===== src/rtl/core/ttam_pkg.sv =====
// ----------------------------------------------------------------------------
// ttam_pkg: shared types and constants for the transpose address map
// Register indexes, reset values, parameter defaults and the control word
// that travels between the index split and index merge pipelines.
// ----------------------------------------------------------------------------
`timescale 1ns / 1ps
`default_nettype none

package ttam_pkg;

   // parameter defaults
   localparam int DEF_MAX_RANK  = 4;
   localparam int DEF_DIM_BITS  = 16;
   localparam int DEF_POS_BITS  = 24;
   localparam int DEF_ELEM_BITS = 32;

   // axis numbers and effective rank are carried in this many bits (effective rank up to 7)
   localparam int RANK_W      = 4;
   // number of 2-bit destination axis fields held in the axis order register
   localparam int AXIS_FIELDS = 4;

   localparam int CSR_IDX_W   = 3;

   typedef enum logic [CSR_IDX_W-1:0] {
      REG_RANK = 3'd0,
      REG_DIM0 = 3'd1,
      REG_DIM1 = 3'd2,
      REG_DIM2 = 3'd3,
      REG_DIM3 = 3'd4,
      REG_AXIS = 3'd5
   } csr_reg_type;

   localparam logic [2:0] RANK_RESET = 3'd1;
   localparam logic [7:0] AXIS_RESET = 8'd228;

   typedef struct packed {
      logic valid;
      logic range_err;
   } ctl_type;

endpackage

`default_nettype wire


===== src/rtl/core/ttam_csr.sv =====
// ----------------------------------------------------------------------------
// ttam_csr: configuration registers
// Holds rank, axis extents and axis order; derives effective rank, per-axis
// divisors (extent 1 outside the rank) and the zero-extent flag.
// ----------------------------------------------------------------------------
`timescale 1ns / 1ps
`default_nettype none

module ttam_csr import ttam_pkg::*; #(
   parameter int MAX_RANK = DEF_MAX_RANK,
   parameter int DIM_BITS = DEF_DIM_BITS,
   localparam int CsrDataW = (DIM_BITS > 8) ? DIM_BITS : 8
) (
   input  logic                               clock,
   input  logic                               reset,
   input  logic                               csr_we,
   input  logic [CSR_IDX_W-1:0]               csr_index,
   input  logic [CsrDataW-1:0]                csr_wdata,
   output logic [RANK_W-1:0]                  eff_rank,
   output logic [MAX_RANK-1:0][DIM_BITS-1:0]  dim_size,
   output logic [MAX_RANK-1:0][DIM_BITS-1:0]  divisor,
   output logic [7:0]                         axis_order,
   output logic                               zero_dim
);

   localparam int NumDimRegs = (MAX_RANK < AXIS_FIELDS) ? MAX_RANK : AXIS_FIELDS;

   logic [2:0]                          rank_ff;
   logic [7:0]                          axis_ff;
   logic [NumDimRegs-1:0][DIM_BITS-1:0] dim_ff;
   logic [MAX_RANK-1:0]                 zero_hit;

   always_ff @(posedge clock) begin
      if (reset) begin
         rank_ff <= RANK_RESET;
         axis_ff <= AXIS_RESET;
      end else if (csr_we) begin
         if (csr_index == REG_RANK) begin
            rank_ff <= csr_wdata[2:0];
         end
         if (csr_index == REG_AXIS) begin
            axis_ff <= csr_wdata[7:0];
         end
      end
   end

   for (genvar i = 0; i < NumDimRegs; i++) begin : g_dim
      logic hit;
      assign hit = csr_we && (csr_index == (CSR_IDX_W'(REG_DIM0) + CSR_IDX_W'(i)));
      always_ff @(posedge clock) begin
         if (reset) begin
            dim_ff[i] <= DIM_BITS'(1);
         end else if (hit) begin
            dim_ff[i] <= csr_wdata[DIM_BITS-1:0];
         end
      end
   end

   // rank 0 acts as 1, anything above MAX_RANK saturates
   always_comb begin
      if (rank_ff == 3'd0) begin
         eff_rank = RANK_W'(1);
      end else if ({1'b0, rank_ff} > RANK_W'(MAX_RANK)) begin
         eff_rank = RANK_W'(MAX_RANK);
      end else begin
         eff_rank = {1'b0, rank_ff};
      end
   end

   for (genvar i = 0; i < MAX_RANK; i++) begin : g_axis
      logic in_use;
      if (i < NumDimRegs) begin : g_reg
         assign dim_size[i] = dim_ff[i];
      end else begin : g_one
         assign dim_size[i] = DIM_BITS'(1);
      end
      assign in_use      = RANK_W'(i) < eff_rank;
      assign divisor[i]  = in_use ? dim_size[i] : DIM_BITS'(1);
      assign zero_hit[i] = in_use && (dim_size[i] == '0);
   end

   assign zero_dim   = |zero_hit;
   assign axis_order = axis_ff;

endmodule

`default_nettype wire


===== config.mk =====
export PLATFORM = sky130hd
export DESIGN_NAME = ttam_csr
export DESIGN_NICKNAME = d
export VERILOG_FILES = /design/src/rtl/core/ttam_pkg.sv /design/src/rtl/core/ttam_csr.sv
export SDC_FILE = /design/constraint.sdc
export NUM_CORES = 1
export LEC_CHECK = 0
export ABC_CLOCK_PERIOD_IN_PS = 1330
export BUFFER_PORTS_ARGS = -buffer_cell sky130_fd_sc_hd__buf_2
export CORE_MARGIN = 5
export CORE_UTILIZATION = 25
export DETAILED_ROUTE_END_ITERATION = 12
export GPL_ROUTABILITY_DRIVEN = 0
export HOLD_SLACK_MARGIN = 0.02
export PLACE_DENSITY = 0.49
export SLEW_MARGIN = 20
export SYNTH_ARGS = -nofsm -noshare
export SYNTH_HDL_FRONTEND = slang
export SYNTH_SLANG_ARGS = --single-unit

===== constraint.sdc =====
create_clock -name clock -period 1.33 [get_ports clock]
set_clock_uncertainty 0.15 [all_clocks]
set_input_delay 0.133 -clock clock [delete_from_list [all_inputs] [get_ports clock]]
set_output_delay 0.133 -clock clock [all_outputs]
set_load 0.02 [all_outputs]

==> impl_metrics.env <==
export IMPL_power_density_nw_per_um2=998
export IMPL_synth_area_leaders="dfxtp_1 46%, nand2_1 17%, a21oi_1 10%"
export IMPL_cts_buffers=9
export IMPL_violations="setup timing"
export IMPL_num_antenna_cells=0
export IMPL_holdCritPathClass="primary input to flip-flop"
export IMPL_synth_warnings=0
export IMPL_synth_area_leader_cell="dfxtp_1"
export IMPL_status="finished, violations left"
export IMPL_start_util_pct=25.7
export IMPL_grt_pass1_vias=3585
export IMPL_seq_area_frac_synth_pct=46.2
export IMPL_antenna_found_initial=0
export IMPL_core_area_um2=12700
export IMPL_drive_above_1_share_pct=46.2
export IMPL_clockBufferDepth=2
export IMPL_crit_chain="or4_4 > nor3_4 > a211o_1 > buf_6"
export IMPL_vias_per_cell=4.39
export IMPL_slowest_stage="or4_4"
export IMPL_synth_ff_type="dfxtp_1"
export IMPL_routed_wl_um=13400
export IMPL_setup_viol=52
export IMPL_synth_cells=436
export IMPL_path_clk_slew_ps=60
export IMPL_firstDrtPassIters=4
export IMPL_syn_num_nets=458
export IMPL_fin_crit_ps=1930
export IMPL_dieArea_um2=15400
export IMPL_syn_avg_cell_area_um2=7.46
export IMPL_yosysUniqueCellTypes=34
export IMPL_cp_end_kind="primary output"
export IMPL_crit_path_max_fanout=2
export IMPL_remaining_drc_errors=0
export IMPL_startpoint_type="flip-flop"
export IMPL_synthToLayoutAreaGrowth_pct=79.2
export IMPL_grt_max_degree=23
export IMPL_cts_tree="yes"
export IMPL_die_width_um=124
export IMPL_postRouteAntennaNets=0
export IMPL_critPathMaxStageDelay_ps=540
export IMPL_async_flop_share_pct=0
export IMPL_grt_overflow=0
export IMPL_drt_iter0_markers=191
export IMPL_crit_arrival_ps=1640
export IMPL_ir_drop_mv=0.413
export IMPL_cap_violations=0
export IMPL_rows=41
export IMPL_cts_root_buf="clkbuf_16"
export IMPL_path_class="flip-flop to primary output"
export IMPL_r2r_cells=5
export IMPL_synth_top_area_share_pct=46.2
export IMPL_fin_tns_setup_ps=-10880
export IMPL_ys_seq_elements=75
export IMPL_timing_final_crit_share_pct=145
export IMPL_avgRoutedWirePerCell_um=15.7
export IMPL_leakagePower_nw=2.69
export IMPL_dp_slack_ps=-383
export IMPL_worst_slack_ps=-597
export IMPL_hpwl_um=9670
export IMPL_drv_slew=0
export IMPL_grt_usage_pct=17.1
export IMPL_whs_ps=154
export IMPL_synthesis_area_um2=3250
export IMPL_grt_pass1_wl_um=19500
export IMPL_port_buffers=161
export IMPL_ios=163
export IMPL_max_freq_mhz=519
export IMPL_synth_edf_count=0
export IMPL_hold_violations=0
export IMPL_required_ps=1050
export IMPL_hold_depth=4
export IMPL_clock_latency_ps=320
export IMPL_rsz0062_at_grt="yes"
export IMPL_fp_dieH_um=124
export IMPL_layout_nets=698
export IMPL_clock_sink_count=75
export IMPL_htree_levels=3
export IMPL_num_vias=3742
-- Yosys cell counts, drive strengths merged (2+ instances only) --
| master | instances |
|---|---|
| nor2b | 32 |
| dfxtp | 75 |
| a21oi | 66 |
| buf | 14 |
| nand2 | 150 |
| mux2i | 2 |
| nand4 | 2 |
| nor4 | 12 |
| nor2 | 5 |
| and2 | 15 |
| nand2b | 3 |
| nor3 | 7 |
| or2 | 2 |
| inv | 2 |
| nand3b | 3 |
| nand3 | 8 |
| clkbuf | 29 |
-- power breakdown --
part / internal, mW / switching, mW
combinational: 0.292 / 0.406
sequential: 2.30 / 0.0301
clock: 1.88 / 0.912
total: 4.47 / 1.35
-- routing by layer --
metal | wire length (um) | vias up | track usage (%) | part of all wire, %
li1 | - | 1882 | - | -
met1 | 5760 | 1703 | 21.9 | 43
met2 | 6400 | 135 | 28.4 | 48
met3 | 946 | 22 | 3.59 | 7.1
met4 | 306 | 0 | 6.43 | 2.3
met5 | 0 | - | 0 | 0
-- final cells by class --
| type | count | area, um^2 |
|---|---|---|
| Sequential cell | 75 | 1510 |
| Fill cell | 1245 | 6850 |
| Clock buffer | 11 | 243 |
| Clock inverter | 4 | 98.8 |
| Multi-Input combinational cell | 316 | 1700 |
| Timing Repair Buffer | 272 | 2050 |
| Inverter | 2 | 11.3 |
| Tap cell | 172 | 215 |
-- through the flow --
| stage | instances | utilization, % | cell area [um^2] | power, mW |
|---|---|---|---|---|
| 6_report | 852 | 46.0 | 5820 | 5.81 |
| 5_1_grt | 852 | 46.0 | 5820 | 6.04 |
| 4_1_cts | 853 | 44.8 | 5680 | 5.86 |
| 3_5_place_dp | 813 | 37.9 | 4800 | 2.98 |
| 3_3_place_gp | 813 | 37.9 | 4800 | 2.97 |
| 2_1_floorplan | 436 | - | 3270 | 2.68 |
-- state kept, by name, summed over array words and instances (netlist names) --
| signal | flops |
|---|---|
| dim_size | 64 |
| axis_order | 8 |
| rank_ff | 3 |
-- worst paths after layout --
check,from,to,slack (ps)
setup / recovery,dim_size[49],zero_dim,-600
hold / removal,csr_index[1],rank_ff[0],150
setup reg to reg,rank_ff[2],rank_ff[2],130
hold reg to reg,axis_order[0],axis_order[0],310
-- critical path: cells and delay by family (launching register included) --
family / cells / cell delay, ps
and+or+nand+nor: 2 / 690
DFF: 1 / 320
buffers and inverters: 1 / 130
AOI/OAI and AO/OA: 1 / 190
-- timing repair --
item	CTS	global route
resized for setup	96	56
cloned	3	0
hold buffers	17	0
buffers inserted	6	6
hold endpoints to repair	70	0
pin swaps	3	5
setup endpoints to repair	52	97
-- layout by cell type (no fill, tap or decap), types with 3 or more instances in the layout --
cell / n
nand2_1: 150
buf_2: 117
buf_4: 86
dfxtp_1: 70
a21oi_1: 64
buf_6: 41
nor2b_1: 23
dlygate4sd3_1: 17
and2_4: 15
nor4_1: 10
clkbuf_16: 9
nand3_1: 7
nor2b_4: 6
buf_8: 5
buf_12: 5
nor3_1: 4
nor2b_2: 3
nor2_1: 3
nand3b_1: 3
bufinv_16: 3
dfxtp_2: 3
-- cells by family after synthesis --
family / share of synthesized area (%)
AOI/OAI and AO/OA: 10.9
buffers and inverters: 6.39
DFF: 46.2
muxes: 0.616
other: 0.115
and+or+nand+nor: 35.8
Power figures use the tool's default switching activity.
