==> src/rtl/core/ttam_pkg.sv <==
// ----------------------------------------------------------------------------
// ttam_pkg: shared types and constants for the transpose address map
// Register indexes, reset values, parameter defaults and the control word
// that travels between the index split and index merge pipelines.
// ----------------------------------------------------------------------------
`timescale 1ns / 1ps
`default_nettype none

package ttam_pkg;

   // parameter defaults
   localparam int DEF_MAX_RANK  = 4;
   localparam int DEF_DIM_BITS  = 16;
   localparam int DEF_POS_BITS  = 24;
   localparam int DEF_ELEM_BITS = 32;

   // axis numbers and effective rank are carried in this many bits (effective rank up to 7)
   localparam int RANK_W      = 4;
   // number of 2-bit destination axis fields held in the axis order register
   localparam int AXIS_FIELDS = 4;

   localparam int CSR_IDX_W   = 3;

   typedef enum logic [CSR_IDX_W-1:0] {
      REG_RANK = 3'd0,
      REG_DIM0 = 3'd1,
      REG_DIM1 = 3'd2,
      REG_DIM2 = 3'd3,
      REG_DIM3 = 3'd4,
      REG_AXIS = 3'd5
   } csr_reg_type;

   localparam logic [2:0] RANK_RESET = 3'd1;
   localparam logic [7:0] AXIS_RESET = 8'd228;

   typedef struct packed {
      logic valid;
      logic range_err;
   } ctl_type;

endpackage

`default_nettype wire

==> src/rtl/core/ttam_merge.sv <==
// ----------------------------------------------------------------------------
// ttam_merge: permuted index to destination position pipeline
// One stage per destination axis, innermost first: the index product and
// the running stride product are registered, the sum is folded in one stage
// later. A result register follows the last axis stage.
// ----------------------------------------------------------------------------
`timescale 1ns / 1ps
`default_nettype none

module ttam_merge import ttam_pkg::*; #(
   parameter int MAX_RANK  = DEF_MAX_RANK,
   parameter int DIM_BITS  = DEF_DIM_BITS,
   parameter int POS_BITS  = DEF_POS_BITS,
   parameter int ELEM_BITS = DEF_ELEM_BITS
) (
   input  logic                               clock,
   input  logic                               reset,
   input  logic                               en,
   input  ctl_type                            in_ctl,
   input  logic [MAX_RANK-1:0][DIM_BITS-1:0]  in_idx,
   input  logic [ELEM_BITS-1:0]               in_value,
   input  logic [RANK_W-1:0]                  eff_rank,
   input  logic [MAX_RANK-1:0][DIM_BITS-1:0]  dim_size,
   input  logic [7:0]                         axis_order,
   output logic                               out_valid,
   output logic [POS_BITS-1:0]                out_dst,
   output logic [ELEM_BITS-1:0]               out_value,
   output logic                               out_err
);

   localparam int MulW = POS_BITS + DIM_BITS;

   logic [MAX_RANK-1:0]                v_ff, v_in;
   logic [MAX_RANK-1:0]                err_ff, err_in;
   logic [POS_BITS-1:0]                dst_ff  [MAX_RANK];
   logic [POS_BITS-1:0]                dst_in  [MAX_RANK];
   logic [POS_BITS-1:0]                m_ff    [MAX_RANK];
   logic [POS_BITS-1:0]                m_in    [MAX_RANK];
   logic [POS_BITS-1:0]                prod_ff [MAX_RANK];
   logic [POS_BITS-1:0]                prod_in [MAX_RANK];
   logic [MAX_RANK-1:0][DIM_BITS-1:0]  idx_ff  [MAX_RANK];
   logic [MAX_RANK-1:0][DIM_BITS-1:0]  idx_in  [MAX_RANK];
   logic [ELEM_BITS-1:0]               val_ff  [MAX_RANK];
   logic [ELEM_BITS-1:0]               val_in  [MAX_RANK];

   logic                  out_valid_ff;
   logic [POS_BITS-1:0]   out_dst_ff, out_dst_in;
   logic [ELEM_BITS-1:0]  out_val_ff;
   logic                  out_err_ff;

   for (genvar t = 0; t < MAX_RANK; t++) begin : g_axis
      localparam int K = MAX_RANK - 1 - t;

      logic                               v_prev;
      logic                               err_prev;
      logic [POS_BITS-1:0]                dst_prev;
      logic [POS_BITS-1:0]                m_prev;
      logic [POS_BITS-1:0]                prod_prev;
      logic [MAX_RANK-1:0][DIM_BITS-1:0]  idx_prev;
      logic [ELEM_BITS-1:0]               val_prev;
      logic [RANK_W-1:0]                  src_axis;
      logic                               active;
      logic                               src_ok;
      logic [DIM_BITS-1:0]                ix;
      logic [DIM_BITS-1:0]                ext;
      logic [MulW-1:0]                    ix_mul;
      logic [MulW-1:0]                    ext_mul;

      if (t == 0) begin : g_head
         assign v_prev    = in_ctl.valid;
         assign err_prev  = in_ctl.range_err;
         assign dst_prev  = '0;
         assign m_prev    = '0;
         assign prod_prev = POS_BITS'(1);
         assign idx_prev  = in_idx;
         assign val_prev  = in_value;
      end else begin : g_body
         assign v_prev    = v_ff[t-1];
         assign err_prev  = err_ff[t-1];
         assign dst_prev  = dst_ff[t-1];
         assign m_prev    = m_ff[t-1];
         assign prod_prev = prod_ff[t-1];
         assign idx_prev  = idx_ff[t-1];
         assign val_prev  = val_ff[t-1];
      end

      // destination axes past the order register keep their own source axis
      if (K < AXIS_FIELDS) begin : g_field
         assign src_axis = RANK_W'(axis_order[2*K +: 2]);
      end else begin : g_ident
         assign src_axis = RANK_W'(K);
      end

      assign active = RANK_W'(K) < eff_rank;
      assign src_ok = src_axis < eff_rank;

      // a source axis outside the rank contributes index 0, extent 1
      always_comb begin
         ix  = '0;
         ext = DIM_BITS'(1);
         if (src_ok) begin
            for (int j = 0; j < MAX_RANK; j++) begin
               if (src_axis == RANK_W'(j)) begin
                  ix  = idx_prev[j];
                  ext = dim_size[j];
               end
            end
         end
      end

      assign ix_mul  = {{POS_BITS{1'b0}}, ix} * {{DIM_BITS{1'b0}}, prod_prev};
      assign ext_mul = {{POS_BITS{1'b0}}, ext} * {{DIM_BITS{1'b0}}, prod_prev};

      assign v_in[t]    = v_prev;
      assign err_in[t]  = err_prev;
      assign dst_in[t]  = dst_prev + m_prev;
      assign m_in[t]    = active ? ix_mul[POS_BITS-1:0] : '0;
      assign prod_in[t] = active ? ext_mul[POS_BITS-1:0] : prod_prev;
      assign idx_in[t]  = idx_prev;
      assign val_in[t]  = val_prev;
   end

   always_ff @(posedge clock) begin
      if (reset) begin
         v_ff <= '0;
      end else if (en) begin
         v_ff <= v_in;
      end
   end

   always_ff @(posedge clock) begin
      if (en) begin
         err_ff  <= err_in;
         dst_ff  <= dst_in;
         m_ff    <= m_in;
         prod_ff <= prod_in;
         idx_ff  <= idx_in;
         val_ff  <= val_in;
      end
   end

   // final sum; an out-of-range item reports position zero
   assign out_dst_in = err_ff[MAX_RANK-1] ? '0 : (dst_ff[MAX_RANK-1] + m_ff[MAX_RANK-1]);

   always_ff @(posedge clock) begin
      if (reset) begin
         out_valid_ff <= 1'b0;
      end else if (en) begin
         out_valid_ff <= v_ff[MAX_RANK-1];
      end
   end

   always_ff @(posedge clock) begin
      if (en) begin
         out_dst_ff <= out_dst_in;
         out_val_ff <= val_ff[MAX_RANK-1];
         out_err_ff <= err_ff[MAX_RANK-1];
      end
   end

   assign out_valid = out_valid_ff;
   assign out_dst   = out_dst_ff;
   assign out_value = out_val_ff;
   assign out_err   = out_err_ff;

endmodule

`default_nettype wire

==> config.mk <==
export PLATFORM = sky130hd
export DESIGN_NAME = ttam_merge
export DESIGN_NICKNAME = d
export VERILOG_FILES = /design/src/rtl/core/ttam_pkg.sv /design/src/rtl/core/ttam_merge.sv
export SDC_FILE = /design/constraint.sdc
export NUM_CORES = 2
export LEC_CHECK = 0
export ABC_AREA = 1
export BUFFER_PORTS_ARGS = -buffer_cell sky130_fd_sc_hd__buf_4
export CAP_MARGIN = 20
export CORE_AREA = 2 2 327 329
export CTS_CLUSTER_SIZE = 12
export DETAILED_ROUTE_END_ITERATION = 16
export DIE_AREA = 0 0 329 331
export GPL_TIMING_DRIVEN = 0
export PLACE_DENSITY = 0.77
export SYNTH_ARGS = -nofsm -noshare
export SYNTH_HDL_FRONTEND = slang
export SYNTH_SLANG_ARGS = --single-unit
==> constraint.sdc <==
create_clock -name clock -period 21.5 [get_ports clock]
set_input_delay 6.45 -clock clock [delete_from_list [all_inputs] [get_ports clock]]
set_output_delay 6.45 -clock clock [all_outputs]
set_load 0.005 [all_outputs]
==> impl_results.md <==
- Post-synth EDFFs: 597
- RR Startpoint: g_axis[1].prod_prev[9]
- Relative slew slack: 22.3%
- Routed length per instance: 23.4 um
- Mux cell area share after synthesis: 0%
- Final ANT Viol Nets: 0
- Dominant cell type by area after synthesis: fa_1
- Final hold viol count: 0
- Post-synthesis compound-gate area fraction: 6.83%
- Post-Synth XOR/XNOR Area: 1.73%
- Syn Nets: 8319
- Synthesized cell area: between 0.06 and 0.07 sq mm
- Post-synth top flop: edfxtp_1
- Post-CTS sizing: 0
- R2r worst-path depth: 25
- Top cells by count, synth: 1484 x inv_1, 1262 x nand2_1, 915 x fa_1
- Row cnt: between 100 and 150
- Final Setup Violations: 0
- Root Driver: clkbuf_16
- Minimum clock period: roughly 15 ns
- Cells after DPL: between 8000 and 9000
- Crit path kind: primary input to register
- WL final: around 200000 um
- Critical Path RT: approximately 22 ns
- Worst min path class: register to register
- Clock skew: 0.0779 ns
- Die Width: 329 um
- Synth cell types: just under 60
- # fillers: 8649
- Final nets: ~8600
- CTS buffer count: 69
- CP Max Fanout: 10
- Post-Synth Adder-Cell Area: 36.7%
- Hold depth: 0
- Hold_sp: val_ff[4]
- Main combinational cell family by area after synthesis: adder cells
- Fin cells: around 8600
- Reg clk slew, reported paths: 0.06 ns
- Pre-Repair DR Iteration Count: 6
- Routed vias/inst: 5.79
- Vias in the first global route: a little over 50000
- Syn Area/Cell: 9.14 sq um
- CP peak stage delay: about 0.59 ns
- Synth Area in Simple Gates: ~15%
- Area growth, synth to finish: 9.41%
- First-pass GRT wire length: between 300000 and 400000 um
- Slowest cell on the critical path: nand3_1
- Peak Freq: slightly below 0.07 GHz
- Largest net degree at the start of global routing: 124
- Max Slew Vio Count: 0
- Cell with the most instances after synthesis: inv_1
- Core Area: ~0.10 sq mm
- FF+latch area: ~0.018 sq mm
- HPWL after detailed placement: about 160000 um
- DR DRC count: 0
- Synth top area share: around 30%
- Least-Margin Pin Slew: around 1.2 ns
- Post-route setup TNS: 0 ns
- Tcrit/Tclk final: about 68%
- Die area: 0.109 sq mm
- Yosys reg bits: 602
- Post-CTS setup buffers: 0
- Maximum root-to-sink buffer count: 3
- CP Capture Type: register
- Post-CTS Hold Fix Bufs: 0
- Overall routing resource usage: between 30% and 40%
- Die Y-Extent: between 300 and 400 um
- R2R Setup Slk: around 14 ns
- Post-synthesis sequential area ratio: 28.8%
- CTS H-tree depth: 3
- Initial core utilization: 59.7%
- Max Cap Viol: 0
- Post-synth ARST share: 0%
- PortBufs: around 230
- Clock sink count: ~600
- Most frequent CP cell: nand2_1
- GPL Wtd Cong: roughly 1.1
- Hold Path End: out_value[4]
- DR iter-0 viols: about 5900
- Worst R2R End: g_axis[2].m_prev[23]
- Critical path arrival: 15.04 ns
- Outcome: finished, final reports clean
- Grt total ovfl: 0
- Layout cells sized above 1: under 10%
- Skew-Pair Late Insertion Delay: ~0.69 ns
- Synth warnings: 0
- Crit path launch type: primary input
- RSZ-0062 raised after global routing: no
- Ranking of synthesized cells by area: fa_1 29%, edfxtp_1 29%, inv_1 8.9%
- Total number of vias: ~50000
- IO Pins: between 200 and 250
- Antenna violations before repair: 9
- Syn Inst Count: 6853
- Area occupied by multi-input gates: roughly 0.038 sq mm
- CTS tree: yes
-- worst max-delay path: cells and delay by family --
| kind | cells | cell delay, ns |
|---|---|---|
| adders and majority gates | 8 | 3.69 |
| buffers and inverters | 8 | 1.92 |
| and+or+nand+nor | 12 | 1.89 |
| AOI/OAI and AO/OA | 4 | 1.05 |
-- sequential cells by signal (all words and copies together) (netlist names), 24 cells and up --
name,cells
val_ff,32
out_dst,24
g_axis.idx_prev,192
m_ff,24
out_value,32
g_axis.m_prev,64
g_axis.prod_prev,64
dst_ff,24
g_axis.val_prev,96
g_axis.dst_prev,40
-- per-stage QoR --
stage / area (sq um) / util [%] / hold slack, ns / setup slack, ns
after global routing: 68500 / 65.3 / 0.406 / 6.61
after CTS: 68500 / 65.3 / 0.387 / 7.07
final: 68500 / 65.3 / 0.392 / 6.90
after floorplan: 62600 / - / 0.400 / 8.61
after global placement: 66100 / 63.0 / 0.400 / 6.46
after detailed placement: 66300 / 63.1 / 0.405 / 6.35
-- how the worst max path moves through the flow --
stage | end | depth (start not counted) | startpoint | slack (ns)
4_1_cts | g_axis[2].prod_prev[23] | 32 | eff_rank[1] | 7.07
3_3_place_gp | g_axis[2].prod_prev[23] | 32 | eff_rank[1] | 6.46
2_1_floorplan | g_axis[2].prod_prev[21] | 30 | eff_rank[1] | 8.61
5_1_grt | g_axis[2].prod_prev[23] | 32 | eff_rank[1] | 6.61
3_5_place_dp | g_axis[2].prod_prev[23] | 32 | eff_rank[1] | 6.35
6_report | g_axis[2].prod_prev[23] | 32 | eff_rank[1] | 6.90
-- cell families after synthesis --
group | count (synthesis)
fa+ha+maj | 1289
simple gates | 2335
buf+inv | 1756
compound gates | 749
flops | 602
xor+xnor | 122
-- per-layer routing --
layer / vias to the layer above / routed length (um) / share of wire [%] / track usage (%)
met1: 24300 / 73200 / 36 / 47.8
met5: - / 80 / 0.040 / 0
met4: 8 / 14900 / 7.4 / 23.6
met2: 3035 / 90100 / 45 / 59.1
li1: 21800 / - / - / -
met3: 726 / 22700 / 11 / 9.48
-- layout by cell type, fill, tap and decap left out, drive strengths merged, types with 41 or more instances in the layout --
cell type,instances
edfxtp,597
nand3,214
fa,915
xnor2,57
inv,1520
xor2,65
o21ai,290
nand2,1278
clkinv,41
clkbuf,264
ha,374
nor2,753
buf,284
a21oi,263
-- area by class of cell --
cell class,instances,area share (%)
flip-flops and latches,602,26.3
well taps,1391,2.54
diodes,5,0.0183
clock inverters,29,0.563
multi-input cells,4495,55.3
clock buffers,88,2.67
inverters,1537,8.43
repair buffers,241,2.81
plain buffers,219,1.37
Power is not shown: default switching activity piles up to over one toggle a cycle in this logic, so the estimate is an artifact.
